===== config.mk =====
export PLATFORM = sky130hd
export DESIGN_NAME = partial_ipv4_address_parser
export DESIGN_NICKNAME = d
export VERILOG_FILES = /design/src/rtl/ipap_pkg.sv /design/src/rtl/ipap_in_reg.sv /design/src/rtl/ipap_cfg.sv /design/src/rtl/ipap_parse.sv /design/src/rtl/partial_ipv4_address_parser.sv
export SDC_FILE = /design/constraint.sdc
export NUM_CORES = 1
export LEC_CHECK = 0
export BUFFER_PORTS_ARGS = -buffer_cell sky130_fd_sc_hd__buf_2
export CAP_MARGIN = 30
export CORE_MARGIN = 2
export CORE_UTILIZATION = 25
export DETAILED_ROUTE_END_ITERATION = 12
export MAX_ROUTING_LAYER = met4
export PLACE_DENSITY = 0.44
export SLEW_MARGIN = 5
export SYNTH_ARGS = -nofsm -noshare
export SYNTH_HDL_FRONTEND = slang
export SYNTH_SLANG_ARGS = --single-unit

===== constraint.sdc =====
create_clock -name i_clk -period 5.4 [get_ports i_clk]
set_clock_uncertainty 0.2 [all_clocks]
set_input_delay 0.54 -clock i_clk [delete_from_list [all_inputs] [get_ports i_clk]]
set_output_delay 0.54 -clock i_clk [all_outputs]
set_load 0.03 [all_outputs]

===== src/rtl/ipap_pkg.sv =====
`timescale 1ns / 1ps

package ipap_pkg;

    localparam int CHAR_W = 8;
    localparam int ADDR_W = 32;
    localparam int PORT_W = 16;

    typedef enum logic [2:0] {
        PH_START,
        PH_GROUP,
        PH_PORT_WS,
        PH_PORT_DIG,
        PH_PORT_DONE
    } t_phase;

    // Configuration register indexes
    localparam logic CFG_LOCAL_ADDRESS = 1'b0;
    localparam logic CFG_DEFAULT_PORT  = 1'b1;

    localparam logic [PORT_W-1:0] DEFAULT_PORT_RESET = 16'd26000;

    // Character codes
    localparam logic [CHAR_W-1:0] CH_NUL   = 8'h00;
    localparam logic [CHAR_W-1:0] CH_TAB   = 8'h09;
    localparam logic [CHAR_W-1:0] CH_CR    = 8'h0D;
    localparam logic [CHAR_W-1:0] CH_SPACE = 8'h20;
    localparam logic [CHAR_W-1:0] CH_PLUS  = 8'h2B;
    localparam logic [CHAR_W-1:0] CH_MINUS = 8'h2D;
    localparam logic [CHAR_W-1:0] CH_DOT   = 8'h2E;
    localparam logic [CHAR_W-1:0] CH_ZERO  = 8'h30;
    localparam logic [CHAR_W-1:0] CH_NINE  = 8'h39;
    localparam logic [CHAR_W-1:0] CH_COLON = 8'h3A;

    localparam logic [9:0] GROUP_MAX  = 10'd255;
    localparam logic [1:0] MAX_DIGITS = 2'd3;
    localparam logic [2:0] MAX_GROUPS = 3'd4;

    typedef struct packed {
        logic              valid;
        logic [CHAR_W-1:0] char_code;
    } t_in_item;

    typedef struct packed {
        logic [ADDR_W-1:0] local_address;
        logic [PORT_W-1:0] default_port;
    } t_cfg;

    typedef struct packed {
        logic              failed;
        logic [PORT_W-1:0] port;
        logic [ADDR_W-1:0] address;
    } t_result;

endpackage


===== src/rtl/ipap_in_reg.sv =====
`timescale 1ns / 1ps

module ipap_in_reg (
    input  logic                      i_clk,
    input  logic                      i_rst_n,
    input  logic                      i_valid,
    input  logic [ipap_pkg::CHAR_W-1:0] i_data,
    output logic                      o_ready,
    input  logic                      i_consume,
    output ipap_pkg::t_in_item        o_item
);

    logic                        r_valid;
    logic                        n_valid;
    logic [ipap_pkg::CHAR_W-1:0] r_char;
    logic [ipap_pkg::CHAR_W-1:0] n_char;

    // Take a new item when empty or when the held one leaves this cycle.
    assign o_ready = i_rst_n && (!r_valid || i_consume);

    always_comb begin
        n_valid = r_valid;
        n_char  = r_char;
        if (i_valid && o_ready) begin
            n_valid = 1'b1;
            n_char  = i_data;
        end else if (i_consume) begin
            n_valid = 1'b0;
        end
    end

    always_ff @(posedge i_clk) begin
        if (!i_rst_n) begin
            r_valid <= 1'b0;
        end else begin
            r_valid <= n_valid;
        end
        r_char <= n_char;
    end

    assign o_item.valid     = r_valid;
    assign o_item.char_code = r_char;

endmodule


===== src/rtl/ipap_cfg.sv =====
`timescale 1ns / 1ps

module ipap_cfg (
    input  logic                        i_clk,
    input  logic                        i_rst_n,
    input  logic                        i_cfg_valid,
    input  logic                        i_cfg_index,
    input  logic [ipap_pkg::ADDR_W-1:0] i_cfg_data,
    output logic                        o_cfg_ready,
    output ipap_pkg::t_cfg              o_cfg
);

    logic [ipap_pkg::ADDR_W-1:0] r_local_address;
    logic [ipap_pkg::ADDR_W-1:0] n_local_address;
    logic [ipap_pkg::PORT_W-1:0] r_default_port;
    logic [ipap_pkg::PORT_W-1:0] n_default_port;

    assign o_cfg_ready = i_rst_n;

    always_comb begin
        n_local_address = r_local_address;
        n_default_port  = r_default_port;
        if (i_cfg_valid && o_cfg_ready) begin
            case (i_cfg_index)
                ipap_pkg::CFG_LOCAL_ADDRESS: n_local_address = i_cfg_data;
                ipap_pkg::CFG_DEFAULT_PORT:  n_default_port  =
                    i_cfg_data[ipap_pkg::PORT_W-1:0];
                default: ;
            endcase
        end
    end

    always_ff @(posedge i_clk) begin
        if (!i_rst_n) begin
            r_local_address <= '0;
            r_default_port  <= ipap_pkg::DEFAULT_PORT_RESET;
        end else begin
            r_local_address <= n_local_address;
            r_default_port  <= n_default_port;
        end
    end

    assign o_cfg.local_address = r_local_address;
    assign o_cfg.default_port  = r_default_port;

endmodule


===== src/rtl/ipap_parse.sv =====
`timescale 1ns / 1ps

module ipap_parse #(
    parameter int MAX_CHARS = 254
) (
    input  logic               i_clk,
    input  logic               i_rst_n,
    input  ipap_pkg::t_in_item i_item,
    input  ipap_pkg::t_cfg     i_cfg,
    output logic               o_consume,
    input  logic               i_res_ready,
    output logic               o_res_valid,
    output ipap_pkg::t_result  o_res
);

    localparam int CW = $clog2(MAX_CHARS + 1);

    ipap_pkg::t_phase              r_phase, n_phase;
    logic [9:0]                    r_group_value, n_group_value;
    logic [1:0]                    r_digit_run, n_digit_run;
    logic [2:0]                    r_group_count, n_group_count;
    logic [ipap_pkg::ADDR_W-1:0]   r_partial, n_partial;
    logic [ipap_pkg::PORT_W-1:0]   r_port_value, n_port_value;
    logic                          r_port_neg, n_port_neg;
    logic [CW-1:0]                 r_char_count, n_char_count;
    logic                          r_error, n_error;
    logic                          r_res_valid, n_res_valid;
    ipap_pkg::t_result             r_res, n_res;

    logic                          term;
    logic                          in_group;
    logic                          gv_ok;
    logic                          is_digit;
    logic                          is_space;
    logic [ipap_pkg::CHAR_W-1:0]   c;
    logic [ipap_pkg::CHAR_W-1:0]   c_off;
    logic [9:0]                    gv_next;
    logic [ipap_pkg::PORT_W-1:0]   pv_next;
    logic [ipap_pkg::ADDR_W-1:0]   fin_partial;
    logic [2:0]                    fin_count;
    logic [2:0]                    cnt;
    logic [ipap_pkg::ADDR_W-1:0]   part;
    logic [ipap_pkg::ADDR_W-1:0]   mask;
    logic                          fail;

    // A terminator waits for a free result register; other characters never stall.
    assign term      = i_item.char_code == ipap_pkg::CH_NUL;
    assign o_consume = i_item.valid && (!term || !r_res_valid || i_res_ready);

    always_comb begin
        c        = i_item.char_code;
        c_off    = c - ipap_pkg::CH_ZERO;
        is_digit = (c >= ipap_pkg::CH_ZERO) && (c <= ipap_pkg::CH_NINE);
        is_space = (c == ipap_pkg::CH_SPACE) ||
                   ((c >= ipap_pkg::CH_TAB) && (c <= ipap_pkg::CH_CR));
        in_group = (r_phase == ipap_pkg::PH_START) || (r_phase == ipap_pkg::PH_GROUP);
        gv_ok    = r_group_value <= ipap_pkg::GROUP_MAX;
        gv_next  = {r_group_value[6:0], 3'b000} + {r_group_value[8:0], 1'b0} +
                   {6'd0, c_off[3:0]};
        pv_next  = {r_port_value[12:0], 3'b000} + {r_port_value[14:0], 1'b0} +
                   {12'd0, c_off[3:0]};
        fin_partial = {r_partial[23:0], r_group_value[7:0]};
        fin_count   = (r_group_count == ipap_pkg::MAX_GROUPS) ? r_group_count
                                                              : r_group_count + 3'd1;
        cnt  = in_group ? fin_count : r_group_count;
        part = in_group ? fin_partial : r_partial;
        mask = (cnt >= ipap_pkg::MAX_GROUPS) ? '0 : ('1 << {cnt[1:0], 3'b000});
        fail = r_error || (in_group && !gv_ok);

        n_phase       = r_phase;
        n_group_value = r_group_value;
        n_digit_run   = r_digit_run;
        n_group_count = r_group_count;
        n_partial     = r_partial;
        n_port_value  = r_port_value;
        n_port_neg    = r_port_neg;
        n_char_count  = r_char_count;
        n_error       = r_error;
        n_res_valid   = r_res_valid && !i_res_ready;
        n_res         = r_res;

        if (o_consume) begin
            if (term) begin
                n_res_valid     = 1'b1;
                n_res.failed    = fail;
                n_res.address   = fail ? '0 : ((i_cfg.local_address & mask) | part);
                n_res.port      = fail ? '0 :
                                  in_group ? i_cfg.default_port :
                                  r_port_neg ? ipap_pkg::PORT_W'(0 - r_port_value)
                                             : r_port_value;
                n_phase       = ipap_pkg::PH_START;
                n_group_value = '0;
                n_digit_run   = '0;
                n_group_count = '0;
                n_partial     = '0;
                n_port_value  = '0;
                n_port_neg    = 1'b0;
                n_char_count  = '0;
                n_error       = 1'b0;
            end else if (r_char_count < CW'(MAX_CHARS)) begin
                n_char_count = r_char_count + CW'(1);
                if (!r_error) begin
                    case (r_phase)
                        ipap_pkg::PH_START, ipap_pkg::PH_GROUP: begin
                            n_phase = ipap_pkg::PH_GROUP;
                            // drop a leading dot
                            if (!(r_phase == ipap_pkg::PH_START && c == ipap_pkg::CH_DOT))
                            begin
                                if (is_digit) begin
                                    if (r_digit_run == ipap_pkg::MAX_DIGITS) begin
                                        n_error = 1'b1;
                                    end else begin
                                        n_digit_run   = r_digit_run + 2'd1;
                                        n_group_value = gv_next;
                                    end
                                end else if (c == ipap_pkg::CH_DOT ||
                                             c == ipap_pkg::CH_COLON) begin
                                    if (!gv_ok) begin
                                        n_error = 1'b1;
                                    end else begin
                                        n_partial     = fin_partial;
                                        n_group_count = fin_count;
                                        n_group_value = '0;
                                        n_digit_run   = '0;
                                    end
                                    if (c == ipap_pkg::CH_COLON) begin
                                        n_phase = ipap_pkg::PH_PORT_WS;
                                    end
                                end else begin
                                    n_error = 1'b1;
                                end
                            end
                        end
                        ipap_pkg::PH_PORT_WS: begin
                            if (is_space) begin
                                n_phase = r_phase;
                            end else if (c == ipap_pkg::CH_PLUS ||
                                         c == ipap_pkg::CH_MINUS) begin
                                n_port_neg = c == ipap_pkg::CH_MINUS;
                                n_phase    = ipap_pkg::PH_PORT_DIG;
                            end else if (is_digit) begin
                                n_port_value = pv_next;
                                n_phase      = ipap_pkg::PH_PORT_DIG;
                            end else begin
                                n_phase = ipap_pkg::PH_PORT_DONE;
                            end
                        end
                        ipap_pkg::PH_PORT_DIG: begin
                            if (is_digit) begin
                                n_port_value = pv_next;
                            end else begin
                                n_phase = ipap_pkg::PH_PORT_DONE;
                            end
                        end
                        default: ;
                    endcase
                end
            end
        end
    end

    always_ff @(posedge i_clk) begin
        if (!i_rst_n) begin
            r_phase       <= ipap_pkg::PH_START;
            r_group_value <= '0;
            r_digit_run   <= '0;
            r_group_count <= '0;
            r_partial     <= '0;
            r_port_value  <= '0;
            r_port_neg    <= 1'b0;
            r_char_count  <= '0;
            r_error       <= 1'b0;
            r_res_valid   <= 1'b0;
        end else begin
            r_phase       <= n_phase;
            r_group_value <= n_group_value;
            r_digit_run   <= n_digit_run;
            r_group_count <= n_group_count;
            r_partial     <= n_partial;
            r_port_value  <= n_port_value;
            r_port_neg    <= n_port_neg;
            r_char_count  <= n_char_count;
            r_error       <= n_error;
            r_res_valid   <= n_res_valid;
        end
        r_res <= n_res;
    end

    assign o_res_valid = r_res_valid;
    assign o_res       = r_res;

endmodule


===== src/rtl/partial_ipv4_address_parser.sv =====
`timescale 1ns / 1ps
// A terminating character passes through the input register and then the result register.
// Throughput: one character per cycle, set by the combinational parse step between
// the input register and the result register; a held result stalls only a terminator.
// Reset: synchronous, active low; clears the parse state and both valid flags,
// local_address to 0 and default_port to 26000. Ready outputs stay low during reset.

module partial_ipv4_address_parser #(
    parameter int MAX_CHARS = 254
) (
    input  logic        i_clk,
    input  logic        i_rst_n,
    // input characters
    input  logic        i_s_axis_tvalid,
    output logic        o_s_axis_tready,
    input  logic [7:0]  i_s_axis_tdata,   // [7:0] char_code
    // parse results
    output logic        o_m_axis_tvalid,
    input  logic        i_m_axis_tready,
    output logic [47:0] o_m_axis_tdata,   // [31:0] address, [47:32] port
    output logic        o_m_axis_tuser,   // [0] failed
    // configuration writes
    input  logic        i_cfg_valid,
    output logic        o_cfg_ready,
    input  logic        i_cfg_index,      // 0 local_address, 1 default_port
    input  logic [31:0] i_cfg_data
);

    ipap_pkg::t_in_item in_item;
    ipap_pkg::t_cfg     cfg;
    ipap_pkg::t_result  res;
    logic               consume;

    // Input register: hold one character ahead of the parse step.
    ipap_in_reg u_in_reg (
        .i_clk     (i_clk),
        .i_rst_n   (i_rst_n),
        .i_valid   (i_s_axis_tvalid),
        .i_data    (i_s_axis_tdata),
        .o_ready   (o_s_axis_tready),
        .i_consume (consume),
        .o_item    (in_item)
    );

    // Configuration registers; write them only while the parser is idle.
    ipap_cfg u_cfg (
        .i_clk       (i_clk),
        .i_rst_n     (i_rst_n),
        .i_cfg_valid (i_cfg_valid),
        .i_cfg_index (i_cfg_index),
        .i_cfg_data  (i_cfg_data),
        .o_cfg_ready (o_cfg_ready),
        .o_cfg       (cfg)
    );

    // Parse step and result register: advance the groups and the port per
    // character, and assemble the address on the terminating zero.
    ipap_parse #(
        .MAX_CHARS (MAX_CHARS)
    ) u_parse (
        .i_clk       (i_clk),
        .i_rst_n     (i_rst_n),
        .i_item      (in_item),
        .i_cfg       (cfg),
        .o_consume   (consume),
        .i_res_ready (i_m_axis_tready),
        .o_res_valid (o_m_axis_tvalid),
        .o_res       (res)
    );

    assign o_m_axis_tdata = {res.port, res.address};
    assign o_m_axis_tuser = res.failed;

endmodule


==> results.py, run 1 <==
metrics = {
    "worst_setup_path": {
        "setup.worst_path.class": "reg2reg",
        "critical_path.endpoint": "u_parse.r_group_value[9]",
        "critical_path.reg2reg.startpoint": "u_in_reg.r_char[3]",
        "r2r.worst_path.cells": 10,
        "largest_driver_fanout_on_the_critical_path": 7,
        "reg2reg_setup_slack_ns": 2.02,
        "cp_data_arrival_time_ns": 3.51,
        "required_ns": 5.53,
        "cp-start-kind": "flip-flop",
        "regToRegEndpoint": "u_parse.r_group_value[9]",
        "cp-startpoint": "u_in_reg.r_char[3]",
        "critPathCaptureType": "flip-flop",
    },
    "drt": {
        "drt-pass1-iter-count": 7,
        "post_route_antenna_net_violation_count": 0,
        "drc": 0,
        "vias_after_detailed_routing": 7632,
        "route.detailed.wl_per_inst_um": 16.9,
        "detail_route.wirelength_um": 27000,
        "detail_route.vias_per_cell": 4.79,
        "first_iter_violations": 448,
    },
    "cts": {
        "postCtsSetupBuffers": 0,
        "numClockSinks": 183,
        "insertion_delay_ns": 0.45,
        "cts.htree.levels": 4,
        "tritoncts": "built",
        "max-clock-path-buffers": 2,
        "cts-root-buf": "clkbuf_16",
        "numCtsBuffers": 17,
        "post_cts_sizing_count": 0,
        "cts-hold-fix-buffers": 0,
        "clk_pin_slew_worst_paths_ns": 0.07,
    },
    "yosys": {
        "syn_avg_cell_area_um2": 8.74,
        "ys_ff_latch": 183,
        "ys_async_sr_fraction_pct": 0,
        "mappedNetlistNets": 1144,
        "netlist_area_mm2": 0.00917,
        "ys_warn_count": 0,
        "synthesized_instance_count": 1049,
        "synth.distinct_cells": 70,
        "synth_edf_count": 57,
        "postSynth.topFlopCell": "dfxtp_1",
        "seq_area_frac_synth_pct": 46.2,
    },
    "grt": {
        "grt_pass1_vias": 7470,
        "number_of_antenna_violations_at_the_first_check_in_global_routing": 0,
        "first_pass_grt_wire_length_um": 43000,
        "grt_use_total_pct": 14.9,
        "grt_max_degree": 65,
        "remaining_overflow_grt": 0,
    },
    "pwr": {
        "power.share.switching_pct": 25.4,
        "internal-power_w": 0.00221,
        "switch_pwr_w": 0.000751,
        "clock_power_share_pct": 44.1,
        "ir_worst_vdd_mv": 0.200,
        "combPwrFrac_pct": 6.2,
        "seq_power_share_pct": 49.7,
        "p_leak_nw": 4.16,
        "power_density_mw_per_mm2": 276,
    },
    "placed_design": {
        "placedInstanceArea_mm2": 0.0101,
        "dp.final_hpwl_um": 19200,
        "inst_count_dp": 1561,
        "placement.io_buffers": 97,
        "weighted_congestion_at_the_end_of_routability_driven_global_placement": 0.824,
    },
    "min_path": {
        "hold_path.class": "in2reg",
    },
    "floorplanning": {
        "die_h_um": 196,
        "core_area_mm2": 0.0363,
        "placementRows": 70,
        "initial_utilization_pct": 25.2,
        "die_w_um": 196,
        "pin_count": 98,
        "fp.dieArea_mm2": 0.0382,
    },
    "cells_and_area": {
        "nets": 1209,
        "area_delta_synth_final_pct": 16.8,
        "final-instance-count-excl-fill": 1594,
        "mostFrequentLayoutCell": "nand2_1",
        "multi_input_combinational_cell_area_mm2": 0.00459,
        "final-seq-area_mm2": 0.00423,
        "antenna_cells": 0,
        "mostFrequentLayoutCells": "nand2_1 (265), dfxtp_1 (126), buf_2 (96), o21ai_0 (67), edfxtp_1 (57)",
        "final_layout_size_suffix_gt1_share_pct": 13.9,
        "filler_cell_count": 3889,
        "final_cell_area_mm2": 0.0107,
    },
    "timing": {
        "timing_worst_slew_pin_value_ns": 0.836,
        "fmaxAchievable_mhz": 296,
        "setup-tns-final_ns": 0,
        "finalWorstPathRequiredPeriod_ns": 3.38,
        "setup_viol": 0,
        "slew_viol_final": 0,
        "timing.max_slew.rel_slack_pct": 42.7,
        "hold_violations": 0,
        "layout_worst_path_cycle_share_pct": 62.6,
        "grt_setup_unrepaired": "false",
    },
    "outcome": {
        "status": "finished, final reports clean",
    },
    "run": {
        "number_of_violations_of_the_max_capacitance_limit": 0,
    },
}
## area by class of cell
cell class              instances  area share, %
repair buffers                109           5.58
clock inverters                11           1.19
clock buffers                  20           4.46
multi-input cells             777           42.8
flip-flops and latches        183           39.5
well taps                     468           5.47
inverters                      26          0.911
## synthesized netlist by cell type, drive strengths merged, types with 6 or more instances
cell type	instances	area share [%]
nand2	266	11
dfxtp	126	28
o21ai	89	4.9
edfxtp	57	19
clkbuf	53	2.2
nor2	48	2.0
ha	45	6.1
a31oi	39	2.7
nand3	39	2.2
or3	29	2.0
inv	26	1.1
a21oi	22	1.2
xnor2	21	2.0
xor2	20	1.9
nand4	11	0.75
o31ai	11	0.90
a211oi	10	0.82
a21boi	10	0.82
buf	10	0.78
and3	9	0.61
a22o	8	0.86
and2	8	0.55
nor2b	8	0.55
a21o	7	0.57
nand2b	6	0.41
or4	6	0.57
## cell families after synthesis
family | share of synthesized area, %
AND/OR/NAND/NOR | 22.3
adder cells (fa/ha/maj) | 7.01
XOR/XNOR | 3.92
multiplexers | 0.437
flip-flops | 46.2
AO/OA/AOI/OAI | 16.1
buffers and inverters | 4.01
## routing by layer
metal  GRT usage, %  up-vias  part of all wire, %
li1               -     3834                    -
met1           20.0     3634                   49
met2           23.1      150                   46
met3           2.73       14                  3.9
met4           3.96        0                  1.1
met5              -        -                    0
## worst max-delay path, cell delays in order, from the launching register on
cell and delay (ns):
edfxtp_1 0.46, inv_1 0.18, fa_1 0.56, inv_1 0.07, ha_1 0.28, a21o_1 0.19, a2111oi_0 0.63, a21oi_1 0.17
or3_1 0.37, nand4_1 0.09, a21boi_0 0.08
## worst min path at each step
stage | endpoint | slack [ns] | cells past startpoint | startpoint
2_1_floorplan | u_parse.r_partial[24] | 0.23 | 2 | u_parse.r_partial[24]
3_3_place_gp | u_parse.r_partial[31] | 0.24 | 2 | u_parse.r_partial[31]
3_5_place_dp | u_parse.r_partial[27] | 0.24 | 2 | u_parse.r_partial[27]
4_1_cts | u_in_reg.r_char[3] | 0.05 | 1 | i_s_axis_tdata[3]
5_1_grt | u_in_reg.r_char[3] | 0.05 | 1 | i_s_axis_tdata[3]
6_report | u_in_reg.r_char[2] | 0.07 | 1 | i_s_axis_tdata[2]
## flip-flops by register name, indices dropped and copies added (netlist names)
| register | flops |
|---|---|
| u_parse.r_port_value | 16 |
| u_parse.r_group_count | 3 |
| u_in_reg.r_valid | 1 |
| u_parse.o_res | 49 |
| u_parse.r_group_value | 10 |
| u_in_reg.r_char | 8 |
| u_parse.r_digit_run | 2 |
| u_cfg.r_local_address | 32 |
| u_cfg.r_default_port | 16 |
| u_parse.r_port_neg | 1 |
| u_parse.r_error | 1 |
| u_parse.r_phase | 3 |
| u_parse.r_char_count | 8 |
| u_parse.r_partial | 32 |
| u_parse.o_res_valid | 1 |
## per-stage QoR
step | setup WS [ns] | power (W) | hold WS [ns] | util, %
6_report | 2.02 | 0.00296 | 0.0738 | 29.5
5_1_grt | 1.71 | 0.00308 | 0.0520 | 29.5
4_1_cts | 1.93 | 0.00300 | 0.0509 | 29.4
3_5_place_dp | 1.93 | 0.00169 | 0.244 | 27.7
3_3_place_gp | 1.96 | 0.00169 | 0.239 | 27.7
2_1_floorplan | 2.32 | 0.00161 | 0.229 | -
## power by group through the flow
stage | Combinational (W) | Sequential, W | Clock, W
2_1_floorplan | 0.000119 | 0.00149 | 0
3_3_place_gp | 0.000186 | 0.00150 | 0
3_5_place_dp | 0.000185 | 0.00150 | 0
4_1_cts | 0.000186 | 0.00147 | 0.00134
5_1_grt | 0.000205 | 0.00147 | 0.00140
6_report | 0.000183 | 0.00147 | 0.00130
No activity file was read; power rests on OpenSTA's default activity.
==> run 2: changes to the inputs <==
--- a/config.mk
+++ b/config.mk
@@ -11,7 +11,7 @@
 export CORE_UTILIZATION = 25
 export DETAILED_ROUTE_END_ITERATION = 12
 export MAX_ROUTING_LAYER = met4
-export PLACE_DENSITY = 0.44
+export PLACE_DENSITY = 0.45
 export SLEW_MARGIN = 5
 export SYNTH_ARGS = -nofsm -noshare
 export SYNTH_HDL_FRONTEND = slang
==> constraint.sdc (replaced) <==
create_clock -name i_clk -period 2.76 [get_ports i_clk]
set_clock_uncertainty 0.2 [all_clocks]
set_input_delay 0.276 -clock i_clk [delete_from_list [all_inputs] [get_ports i_clk]]
set_output_delay 0.276 -clock i_clk [all_outputs]
set_load 0.03 [all_outputs]
==> results.py, run 2 (synthesis results as in run 1) <==
metrics = {
    "timing": {
        "timing.max_slew.rel_slack_pct": 58.1,
        "slew_viol_final": 0,
        "grt_setup_unrepaired": "true",
        "finalWorstPathRequiredPeriod_ns": 2.71,
        "setup_ws_ns": 0.0476,
        "setup_viol": 0,
        "timing_worst_slew_pin_value_ns": 0.619,
        "hold_violations": 0,
        "layout_worst_path_cycle_share_pct": 98.3,
        "fmaxAchievable_mhz": 369,
    },
    "worst_setup_path": {
        "timing.critical_path.cells": "inv_2 > fa_1 > inv_2 > ha_4 > a21oi_2 > nand4b_1 > a21boi_2 > nor4_2 > a311o_1 > a22o_1",
        "critPathCaptureType": "flip-flop",
        "path_length_in_cells_of_the_critical_path": 10,
        "critPathTopFamily": "adder cells",
        "regToRegEndpoint": "u_parse.r_port_value[9]",
        "cp_data_arrival_time_ns": 2.85,
        "r2r.worst_path.cells": 10,
        "cp-startpoint": "u_parse.r_port_value[2]",
        "largest_driver_fanout_on_the_critical_path": 5,
        "required_ns": 2.90,
        "critical_path.endpoint": "u_parse.r_port_value[9]",
        "worst_path_max_delay_cell": "fa_1",
        "reg2reg_setup_slack_ns": 0.05,
        "cpPeakStageDelay_ns": 0.54,
        "cp-start-kind": "flip-flop",
        "timing.critical_path.buf_inv": 2,
        "setup.worst_path.class": "reg2reg",
        "critical_path.reg2reg.startpoint": "u_parse.r_port_value[2]",
        "cp_common_cell": "inv_2",
    },
    "drt": {
        "detail_route.vias_per_cell": 4.76,
        "first_iter_violations": 459,
        "post_route_antenna_net_violation_count": 0,
        "vias_after_detailed_routing": 8137,
        "drt-pass1-iter-count": 5,
        "detail_route.wirelength_um": 28300,
        "route.detailed.wl_per_inst_um": 16.6,
        "drc": 0,
    },
    "cells_and_area": {
        "final_layout_size_suffix_gt1_share_pct": 21.0,
        "mostFrequentLayoutCells": "nand2_1 (265), dfxtp_1 (125), buf_2 (95), buf_4 (68), o21ai_0 (64)",
        "largest_reg_flops": 49,
        "filler_cell_count": 3738,
        "final-instance-count-excl-fill": 1708,
        "antenna_cells": 0,
        "final_core_util_pct": 33.0,
        "nets": 1322,
        "mostFrequentLayoutCell": "nand2_1",
        "area_delta_synth_final_pct": 30.8,
    },
    "cts": {
        "tritoncts": "built",
        "numCtsBuffers": 17,
        "cts.htree.levels": 4,
        "max-clock-path-buffers": 2,
        "clk_pin_slew_worst_paths_ns": 0.07,
        "cts-root-buf": "clkbuf_16",
        "insertion_delay_ns": 0.45,
        "numClockSinks": 183,
    },
    "min_path": {
        "hold_path.class": "in2reg",
    },
    "floorplanning": {
        "die_w_um": 196,
        "initial_utilization_pct": 25.2,
        "pin_count": 98,
        "die_h_um": 196,
        "placementRows": 70,
        "core_area_mm2": 0.0363,
        "fp.dieArea_mm2": 0.0382,
    },
    "grt": {
        "first_pass_grt_wire_length_um": 43900,
        "grt_pass1_vias": 7969,
        "remaining_overflow_grt": 0,
        "number_of_antenna_violations_at_the_first_check_in_global_routing": 0,
        "grt_max_degree": 65,
        "grt_use_total_pct": 15.1,
    },
    "pwr": {
        "ir_worst_vdd_mv": 0.466,
        "power_density_mw_per_mm2": 484,
        "p_leak_nw": 4.72,
    },
    "placed_design": {
        "dp.final_hpwl_um": 19500,
        "placement.io_buffers": 97,
        "dpl_worst_slack_ns": -0.184,
        "weighted_congestion_at_the_end_of_routability_driven_global_placement": 0.850,
        "inst_count_dp": 1616,
    },
    "outcome": {
        "status": "finished, final reports clean",
    },
    "run": {
        "number_of_violations_of_the_max_capacitance_limit": 0,
    },
}
-- run 2: cell count changes in the layout (fill, tap and decap cells not counted), sizes merged, moves of 2 or more --
cell | before | now
clkinvlp | 0 | 2
clkbuf | 20 | 18
dlygate4sd3 | 0 | 42
clkinv | 2 | 4
a22o | 8 | 10
buf | 109 | 176
-- run 2: area by class of cell --
cell class | instances | area [um2] | share of cell area [%]
clock inverters | 15 | 154 | 1.28
inverters | 26 | 101 | 0.845
multi-input cells | 779 | 4810 | 40.1
flip-flops and latches | 183 | 4240 | 35.3
clock buffers | 17 | 425 | 3.55
well taps | 468 | 586 | 4.88
repair buffers | 220 | 1680 | 14.0
-- run 2: worst register-to-register path, stage by stage, from the launching register on --
cell and delay [ns]:
dfxtp_4 0.37, inv_2 0.04, fa_1 0.54, inv_2 0.06
ha_4 0.27, a21oi_2 0.05, nand4b_1 0.27, a21boi_2 0.27
nor4_2 0.06, a311o_1 0.28, a22o_1 0.19
-- run 2: stage by stage --
step                hold WS [ns]  cell area [um2]  setup TNS [ns]  power, W
floorplan                  0.175             9180          -0.194   0.00315
global placement           0.239            10600          -0.398   0.00334
detailed placement         0.243            10600          -0.538   0.00334
CTS                       0.0302            11800         -0.0728   0.00587
global route              0.0461            12000          -0.456   0.00604
finish                    0.0604            12000               0   0.00581
-- run 2: how the worst min path moves through the flow --
stage	startpoint	end	slack, ns	cells past startpoint
after floorplan	i_s_axis_tdata[0]	u_in_reg.r_char[0]	0.17	0
after global placement	u_parse.r_partial[24]	u_parse.r_partial[24]	0.24	2
after detailed placement	u_parse.r_partial[28]	u_parse.r_partial[28]	0.24	2
after CTS	i_rst_n	u_in_reg.r_valid	0.03	2
after global routing	i_rst_n	u_in_reg.r_valid	0.05	2
final	i_rst_n	u_in_reg.r_valid	0.06	2
-- run 2: layer usage --
layer  up-vias  routed length, um  GRT usage, %
met4         0                584          4.38
met1      3856              13600          19.8
met2       174              13000          23.7
met5         -                  0             -
met3        33               1140          2.76
li1       4074                  -             -
-- run 2: timing repair --
item / CTS / global route
setup buffers: 6 / 7
resized for setup: 22 / 25
hold buffers: 42 / 0
cloned: 1 / 4
setup endpoints to repair: 8 / 46
hold endpoints to repair: 58 / 0
pin swaps: 20 / 21
-- run 2: power by group --
part	leakage, nW	internal (W)	switching (W)
sequential	1.54	0.00282	0.0000342
combinational	2.89	0.000196	0.000286
clock	0.284	0.00121	0.00125
total	4.72	0.00423	0.00157
